==> config.mk <==
export PLATFORM = sky130hd
export DESIGN_NAME = url_percent_decoder
export DESIGN_NICKNAME = d
export VERILOG_FILES = /design/src/hdl/upd_pkg.sv /design/src/hdl/upd_decode.sv /design/src/hdl/url_percent_decoder.sv
export VERILOG_INCLUDE_DIRS = /design/src /design/src/hdl
export SDC_FILE = /design/constraint.sdc
export NUM_CORES = 1
export LEC_CHECK = 0
export BUFFER_PORTS_ARGS = -buffer_cell sky130_fd_sc_hd__buf_4
export CORE_AREA = 2 2 80 59
export DETAILED_ROUTE_END_ITERATION = 8
export DIE_AREA = 0 0 82 61
export PLACE_DENSITY = 0.59
export REMOVE_ABC_BUFFERS = 1
export SLEW_MARGIN = 20
export SYNTH_ARGS = -nofsm -noshare
export SYNTH_HDL_FRONTEND = slang
export SYNTH_SLANG_ARGS = --single-unit
==> constraint.sdc <==
create_clock -name clk -period 1.7 [get_ports clk]
set_input_delay 0.255 -clock clk [delete_from_list [all_inputs] [get_ports clk]]
set_output_delay 0.255 -clock clk [all_outputs]
set_load 0.1 [all_outputs]
==> src/hdl/url_percent_decoder_assert.svh <==
// Assertion macros for the URL percent decoder RTL.
// Used by upd_decode.sv and url_percent_decoder.sv; expects clk and rst_n in scope.
`ifndef URL_PERCENT_DECODER_ASSERT_SVH
`define URL_PERCENT_DECODER_ASSERT_SVH

`ifndef ASSERT_OFF
// Checked on every rising edge of clk, suspended while reset is applied.
`define UPD_ASSERT(name, prop) \
  name: assert property (@(posedge clk) disable iff (!rst_n) (prop)) \
    else $error("assertion failed in URL percent decoder");
// Checked on every rising edge of clk, reset included.
`define UPD_ASSERT_RST(name, prop) \
  name: assert property (@(posedge clk) (prop)) \
    else $error("reset assertion failed in URL percent decoder");
`else
`define UPD_ASSERT(name, prop)
`define UPD_ASSERT_RST(name, prop)
`endif

`endif

==> src/hdl/upd_pkg.sv <==
// Shared types, character constants and hex decode functions of the URL percent decoder.
// No dependencies; used by upd_decode.sv and url_percent_decoder.sv.
`timescale 1ns / 1ps
`default_nettype none

package upd_pkg;

  localparam logic [7:0] CH_PERCENT = 8'h25;
  localparam logic [7:0] CH_PLUS    = 8'h2B;
  localparam logic [7:0] CH_SPACE   = 8'h20;
  localparam logic [7:0] CH_ZERO    = 8'h30;
  localparam logic [7:0] CH_NINE    = 8'h39;
  localparam logic [7:0] CH_LOWER_A = 8'h61;
  localparam logic [7:0] CH_LOWER_F = 8'h66;
  localparam logic [7:0] CH_UPPER_A = 8'h41;
  localparam logic [7:0] CH_UPPER_F = 8'h46;
  localparam logic [3:0] NIB_TEN    = 4'd10;
  localparam logic [3:0] NIB_MAX    = 4'hF;
  localparam logic [7:0] BYTE_BAD   = 8'hFF;
  localparam logic [7:0] BYTE_ZERO  = 8'h00;

  typedef enum logic [2:0] {
    PH_IDLE = 3'b001,
    PH_HIGH = 3'b010,
    PH_LOW  = 3'b100
  } phase_t;

  typedef struct packed {
    logic [7:0] text_byte;
    logic       is_last;
  } in_word_t;

  typedef struct packed {
    logic [7:0] plain_byte;
    logic       byte_valid;
    logic       text_done;
  } out_word_t;

  // Bit 4 set means the character is not a hex digit.
  function automatic logic [4:0] hex_value(input logic [7:0] c);
    logic [7:0] diff;
    begin
      hex_value = 5'h10;
      if (c inside {[CH_ZERO:CH_NINE]}) begin
        diff      = c - CH_ZERO;
        hex_value = {1'b0, diff[3:0]};
      end else if (c inside {[CH_LOWER_A:CH_LOWER_F]}) begin
        diff      = c - CH_LOWER_A;
        hex_value = {1'b0, diff[3:0] + NIB_TEN};
      end else if (c inside {[CH_UPPER_A:CH_UPPER_F]}) begin
        diff      = c - CH_UPPER_A;
        hex_value = {1'b0, diff[3:0] + NIB_TEN};
      end
    end
  endfunction

  // A bad low digit forces all ones; a bad high digit counts as nibble 15.
  function automatic logic [7:0] decode_pair(input logic [7:0] hi_c, input logic [7:0] lo_c);
    logic [4:0] hi;
    logic [4:0] lo;
    begin
      hi = hex_value(hi_c);
      lo = hex_value(lo_c);
      if (lo[4]) begin
        decode_pair = BYTE_BAD;
      end else if (hi[4]) begin
        decode_pair = {NIB_MAX, lo[3:0]};
      end else begin
        decode_pair = {hi[3:0], lo[3:0]};
      end
    end
  endfunction

endpackage

`default_nettype wire

==> src/hdl/upd_decode.sv <==
// Escape state register and per-byte decode logic of the URL percent decoder.
// Depends on upd_pkg and url_percent_decoder_assert.svh.
`timescale 1ns / 1ps
`default_nettype none

`include "url_percent_decoder_assert.svh"

module upd_decode (
  input  wire logic              clk,
  input  wire logic              rst_n,
  input  wire logic              adv,
  input  wire upd_pkg::in_word_t word,
  output upd_pkg::out_word_t     res
);

  upd_pkg::phase_t phase_r;
  upd_pkg::phase_t phase_nxt;
  logic [7:0]      first_hex_r;
  logic [7:0]      first_hex_nxt;

  always_comb begin
    phase_nxt      = upd_pkg::PH_IDLE;
    first_hex_nxt  = first_hex_r;
    res.plain_byte = upd_pkg::BYTE_ZERO;
    res.byte_valid = 1'b0;
    res.text_done  = word.is_last;
    case (phase_r)
      upd_pkg::PH_HIGH: begin
        first_hex_nxt = word.text_byte;
        phase_nxt     = upd_pkg::PH_LOW;
      end
      upd_pkg::PH_LOW: begin
        res.plain_byte = upd_pkg::decode_pair(first_hex_r, word.text_byte);
        res.byte_valid = 1'b1;
      end
      default: begin
        if (word.text_byte == upd_pkg::CH_PERCENT) begin
          phase_nxt = upd_pkg::PH_HIGH;
        end else if (word.text_byte == upd_pkg::CH_PLUS) begin
          res.plain_byte = upd_pkg::CH_SPACE;
          res.byte_valid = 1'b1;
        end else begin
          res.plain_byte = word.text_byte;
          res.byte_valid = 1'b1;
        end
      end
    endcase
    // The end of the text closes any open escape.
    if (word.is_last) begin
      phase_nxt = upd_pkg::PH_IDLE;
    end
  end

  always_ff @(posedge clk) begin
    if (!rst_n) begin
      phase_r     <= upd_pkg::PH_IDLE;
      first_hex_r <= upd_pkg::BYTE_ZERO;
    end else if (adv) begin
      phase_r     <= phase_nxt;
      first_hex_r <= first_hex_nxt;
    end
  end

  `UPD_ASSERT(a_last_closes, adv && word.is_last |=> phase_r == upd_pkg::PH_IDLE)
  `UPD_ASSERT(a_high_to_low, adv && phase_r == upd_pkg::PH_HIGH && !word.is_last |=> phase_r == upd_pkg::PH_LOW)
  `UPD_ASSERT(a_hold_phase, !adv |=> $stable(phase_r))

endmodule

`default_nettype wire

==> src/hdl/url_percent_decoder.sv <==
// URL percent decoder: one encoded text byte in, one result word out per accepted word.
// Input register, decode stage (upd_decode) and output register; needs upd_pkg.
// The input channel (in_valid/in_ready) carries one word per text byte, with in_is_last
// marking the final byte of a text. The output channel (out_valid/out_ready) returns
// exactly one word per input word: out_byte_valid tells whether out_plain_byte holds a
// decoded byte (zero otherwise), and out_text_done repeats the last-byte flag.
// A '%' opens an escape whose two following bytes form one hex-coded byte, emitted with
// the second of them; '+' becomes a space; other bytes pass through. An escape cut short
// by the end of the text yields no byte.
// Dataflow and throughput: a word accepted into the input register passes the decode
// logic and is captured in the output register as soon as that register is free, and the
// receiver then takes it from the output register. One word per cycle is sustained while
// out_ready stays high; the escape phase and the held high digit advance in the same
// cycle as the output register loads.
// Reset and stalls: rst_n (synchronous, active low) empties both registers and returns
// the decoder to outside any escape. When the receiver holds out_ready low, the output
// word stays put; the input register still takes one more word, after which in_ready
// drops until the output moves again.
`timescale 1ns / 1ps
`default_nettype none

`include "url_percent_decoder_assert.svh"

module url_percent_decoder (
  input  wire logic       clk,
  input  wire logic       rst_n,
  input  wire logic       in_valid,
  output logic            in_ready,
  input  wire logic [7:0] in_text_byte,
  input  wire logic       in_is_last,
  output logic            out_valid,
  input  wire logic       out_ready,
  output logic [7:0]      out_plain_byte,
  output logic            out_byte_valid,
  output logic            out_text_done
);

  // Input register: holds the word waiting for the decode stage.
  logic               s1_valid_r;
  logic               s1_valid_nxt;
  upd_pkg::in_word_t  s1_word_r;

  // Output register: holds the finished result until the receiver takes it.
  logic               out_valid_r;
  logic               out_valid_nxt;
  upd_pkg::out_word_t out_word_r;

  upd_pkg::out_word_t dec_word;
  logic               out_free;
  logic               s2_load;

  // The output register can accept a new result when it is empty or being drained.
  assign out_free = !out_valid_r || out_ready;
  // A word moves from the input register to the output register.
  assign s2_load  = s1_valid_r && out_free;
  // The input register takes a word when it is empty or its word moves on.
  assign in_ready = !s1_valid_r || s2_load;

  always_comb begin
    s1_valid_nxt  = in_ready ? in_valid : s1_valid_r;
    out_valid_nxt = out_free ? s1_valid_r : out_valid_r;
  end

  always_ff @(posedge clk) begin
    if (!rst_n) begin
      s1_valid_r  <= 1'b0;
      out_valid_r <= 1'b0;
    end else begin
      s1_valid_r  <= s1_valid_nxt;
      out_valid_r <= out_valid_nxt;
    end
  end

  // Payload registers need no reset; they are qualified by the valid bits.
  always_ff @(posedge clk) begin
    if (in_ready && in_valid) begin
      s1_word_r.text_byte <= in_text_byte;
      s1_word_r.is_last   <= in_is_last;
    end
    if (s2_load) begin
      out_word_r <= dec_word;
    end
  end

  // The escape state advances exactly when a word is committed to the output.
  upd_decode u_decode (
    .clk   (clk),
    .rst_n (rst_n),
    .adv   (s2_load),
    .word  (s1_word_r),
    .res   (dec_word)
  );

  assign out_valid      = out_valid_r;
  assign out_plain_byte = out_word_r.plain_byte;
  assign out_byte_valid = out_word_r.byte_valid;
  assign out_text_done  = out_word_r.text_done;

  `UPD_ASSERT(a_no_bubble, s1_valid_r && !out_valid_r |-> in_ready)
  `UPD_ASSERT(a_out_hold, out_valid_r && !out_ready |=> out_valid_r && $stable(out_word_r))
  `UPD_ASSERT_RST(a_reset_empty, !rst_n |=> !out_valid_r && !s1_valid_r)

endmodule

`default_nettype wire

# After elaboration in Yosys (flattened, before gate mapping)
# Cells that the tools add are included.
# op_classes
addsub	10
n_lt_le_gt_ge	12
n_eq_ne	4
n_mux	16
reduce_logical	13
# ops
op	count
$mux W5	8
$ge A8 B7 Y1 const B	4
$le A8 B7 Y1 const B	4
$sub A4 B1 Y4 const B	6
$mux W9	2
$pmux W9 S2	1
$add A4 B4 Y4 const B	4
$eq A8 B6 Y1 const B	2
$ge A8 B6 Y1 const B	2
$le A8 B6 Y1 const B	2
$mux W8	2
$logic_and A1 B1 Y1	8
$pmux W3 S2	1
$eq A3 B2 Y1 const B	1
$eq A3 B3 Y1 const B	1
$mux W3	1
$logic_not A1 Y1	2
$logic_or A1 B1 Y1	2
$mux W2	1
$reduce_and A2 Y1	1
# totals
reg_bits	32
in_bits	13
output_inout_bits	12
word_cells	64

# Longest topological paths before layout
# logic_depth
word_depth	9
ltp_mapped	7

# Hierarchy
# From an unflattened synthesis, not the netlist that was laid out.
# hier_totals
cells_unflattened	157
area_unflattened_um2	1677.9
# modules_own_cells
mod	instances	cells_per_inst	area_per_inst_um2
upd_decode	1	129	1003.5
url_percent_decoder	1	28	674.4

# Least setup slack after synthesis
# Ideal clock, no wire load.
# synth_timing
kind	reg2reg
startpoint	register out_valid_r, in the netlist out_valid
endpoint	register s1_word_r[0] (netlist name) (enable)
setup_ns	0.285
t_arrival_ns	2.347
path_slack_ns	-0.931
stages_incl_launch_ff	4
n_path_buf	0
path_cell_list	dfxtp_1 > nor2b_1 > nand2_1 > and2_1
# synth_between
elab_chain_cells	5
# synth_lines
element	line_no	source
start, declared	url_percent_decoder.sv:44	logic out_valid_r;
start signal, assigned	url_percent_decoder.sv:70	out_valid_r <= out_valid_nxt;
$logic_not A1 Y1	url_percent_decoder.sv:53	assign out_free = !out_valid_r || out_ready;
$logic_or A1 B1 Y1	url_percent_decoder.sv:53	
$logic_and A1 B1 Y1	url_percent_decoder.sv:55	assign s2_load = s1_valid_r && out_free;
$logic_or A1 B1 Y1	url_percent_decoder.sv:57	assign in_ready = !s1_valid_r || s2_load;
via in_ready	url_percent_decoder.sv:28	output logic in_ready,
$logic_and A1 B1 Y1	url_percent_decoder.sv:76	if (in_ready && in_valid) begin
end, declared	url_percent_decoder.sv:41	upd_pkg::in_word_t s1_word_r;
# The timed path passes the listed nets, and every way through them passes these cells.
# A chain may end at the register's enable or synchronous reset.

==> results.py <==
metrics = {
    "power": {
        "clockPowerShare_pct": 35.4,
        "swShare_pct": 28.80,
        "irDropWorstVdd_v": 0.0004817,
        "leakagePower_uw": 0.0009558,
        "power_frac_seq_pct": 50.0,
        "p_comb_share_pct": 14.6,
        "intPower_uw": 1240,
        "p_per_area_nw_per_um2": 727.5,
        "switching_power_uw": 501.6,
    },
    "hold_path": {
        "hp-class": "primary input to flop",
    },
    "global_routing": {
        "grt_pass1_wl_um": 6368,
        "overflow": 0,
        "grt_pass1_vias": 1314,
        "grt_max_degree": 14,
        "grt.total_usage_pct": 17.79,
        "antenna_found_initial": 0,
    },
    "logic_synthesis": {
        "synthFlopType": "edfxtp_1",
        "synth_edf_count": 19,
        "ys_warn_count": 0,
        "ys_seq_area_share_pct": 50.26,
        "syn-instance-count": 150,
        "synth_seq_cells": 32,
        "syn-cell-area_um2": 1653,
        "async_flop_share_pct": 0,
        "synth_top_area_share_pct": 34.52,
        "synth_area_leaders": "edfxtp_1 (35%), dfxtp_1 (16%), ha_1 (6.1%)",
        "yosys.area.top_type": "edfxtp_1",
        "avgSynthCellArea_um2": 11.02,
        "synth_cell_types": 41,
    },
    "worst_setup_path": {
        "cpPeakStageDelay_ns": 0.41,
        "cp_slowest_cell": "edfxtp_1",
        "crit_path_max_fanout": 3,
        "critical-path-top-delay-family": "simple AND/OR/NAND/NOR gates",
        "startpoint_type": "flop",
        "arrival_ns": 1.91,
        "path_buf_inv": 2,
        "end_kind": "flop",
        "path_cells": "inv_2 > buf_6 > ha_4 > or3b_4 > o311a_4 > nor3_4 > a21oi_2 > o211ai_1",
        "critPathRequiredTime_ns": 1.83,
        "critPathKind": "flop to flop",
    },
    "sta": {
        "finalHoldViolations": 0,
        "min_period_over_period_pct": 104.8,
        "worstMarginPinSlew_ns": 0.5111,
        "fin_crit_ns": 1.781,
        "skew_ns": 0.009497,
        "timing_max_transition_violations_final": 0,
        "rsz0062_at_grt": "true",
        "setup_ws_ns": -0.08086,
        "maxSlewHeadroom_pct": 65.89,
        "timing.fmax_mhz": 561.5,
        "finalSetupViolCount": 4,
    },
    "place": {
        "dp_hpwl_um": 2779,
        "gp_congestion": 0.8275,
        "place_inst": 254,
        "port_buffers": 24,
        "place_ws_ns": -0.1801,
    },
    "clock_tree": {
        "cts_max_level": 2,
        "worstSkewPairLatency_ns": 0.30,
        "path_clk_slew_ns": 0.08,
        "cts_tree": "done",
        "cts_num_sinks": 32,
        "cts-hold-fix-buffers": 0,
        "cts-root-buf": "clkbuf_8",
        "cts_max_path_buffers": 2,
        "cts_buffers": 5,
    },
    "final_layout": {
        "syn_to_final_growth_pct": 44.81,
        "layout_commonest_cell": "buf_4",
        "final_cell_mix": "buf_4 (57), edfxtp_1 (19), nor2b_1 (12), dfxtp_1 (11), nor2_1 (10)",
        "multi_input_area_um2": 919.6,
        "seq_area_um2": 833.3,
        "fillerInstances": 351,
        "insertedDiodeCount": 0,
        "drive_gt1_share_pct": 46.26,
        "layout.nets": 234,
        "finalNonFillerCells": 269,
    },
    "route": {
        "drt-pass1-iter-count": 4,
        "wirelength_um": 3949,
        "routedWlPerCell_um": 14.68,
        "ant_nets": 0,
        "vias_per_cell": 5.052,
        "drc": 0,
        "drtIter0Drc": 59,
        "num_vias": 1359,
    },
    "floorplanning": {
        "num_rows": 20,
        "start_util_pct": 39.32,
        "die_area_um2": 5002,
        "die_h_um": 61,
        "design.core.area_um2": 4204,
        "io_pins": 25,
        "die_w_um": 82,
    },
    "job": {
        "maxCapViolCount": 0,
    },
    "outcome": {
        "violations": "setup timing",
        "status": "finished with violations",
    },
}
[sequential cells by signal, indices dropped and copies added, names as in the netlist]
register              cells
s1_word_r                 9
out_plain_byte            8
u_decode.first_hex_r      8
u_decode.phase_r          3
out_byte_valid            1
out_text_done             1
out_valid                 1
s1_valid_r                1
[layout make-up]
class	count	area share, %
Clock buffer	5	2.875
Clock inverter	3	0.9932
Inverter	7	1.202
Multi-Input combinational cell	108	38.42
Sequential cell	32	34.81
Tap cell	55	2.875
Timing Repair Buffer	59	18.82
[cell families after synthesis]
group | count (synthesis) | synth area share (%)
AND/OR/NAND/NOR | 53 | 19.00
adder cells (fa/ha/maj) | 8 | 6.056
multiplexers | 9 | 5.451
AO/OA/AOI/OAI | 36 | 15.82
XOR/XNOR | 2 | 1.060
buffers and inverters | 10 | 2.347
flip-flops | 32 | 50.27
[through the flow]
stage	util, %	cell area (um2)	power, uW	hold WS (ns)	TNS (ns)
global placement	49.94	2100	1098	0.4331	-0.2870
floorplan	-	1640	1014	0.3312	-14.82
detailed placement	49.94	2100	1103	0.4345	-0.8481
finish	56.93	2394	1741	0.1268	-0.1913
global route	56.93	2394	1804	0.1191	-0.8174
CTS	55.12	2317	1735	0.1232	-0.1875
[worst register-to-register path, cell delays in order, from the launching register on]
cell,delay [ns]
edfxtp_1,0.41
inv_2,0.09
buf_6,0.10
ha_4,0.12
or3b_4,0.38
o311a_4,0.14
nor3_4,0.19
a21oi_2,0.07
o211ai_1,0.12
[power groups by stage]
| stage | clock network, uW | registers, uW | logic, uW |
|---|---|---|---|
| 2_1_floorplan | 0 | 964 | 49.5 |
| 3_3_place_gp | 0 | 884 | 214 |
| 3_5_place_dp | 0 | 886 | 217 |
| 4_1_cts | 629 | 871 | 236 |
| 5_1_grt | 662 | 874 | 269 |
| 6_report | 617 | 871 | 254 |
[cell usage after synthesis, drive strengths merged, types with 2 or more instances]
library cell / instances
dfxtp: 13
nand2: 9
o21ai: 12
nor4b: 2
xnor2: 2
nor2: 12
clkbuf: 2
ha: 8
a21oi: 11
o21bai: 2
nor3: 2
mux2i: 9
nor2b: 12
nand2b: 3
o211ai: 2
edfxtp: 19
o221ai: 2
and2: 4
nand3: 2
inv: 7
[path summary, 6_finish.rpt]
kind | from | endpoint | slack (ns) | cells after the start
worst min register to register | u_decode.phase_r[1] | u_decode.phase_r[1] | 0.48 | 2
worst max-delay path | s1_word_r[2] | out_plain_byte[5] | -0.08 | 8
worst min-delay path | in_text_byte[0] | s1_word_r[1] | 0.13 | 1
worst max register to register | s1_word_r[2] | out_plain_byte[5] | -0.08 | 8
[routing by layer]
layer  share of wire [%]  track usage, %  vias to the layer above
li1                    -               -                      672
met1                  46           22.09                      635
met2                  46           29.04                       43
met3                 5.5           5.357                        9
met4                 1.8           7.857                        0
met5                   0               0                        -
[timing repair]
action | 4_1_cts | 5_1_grt
pin swaps | 10 | 9
resized for setup | 25 | 15
setup buffers | 3 | 5
endpoints found under the setup margin | 7 | 9
hold endpoints to repair | 0 | 0
Note: power is estimated with default switching activity, not from simulation.
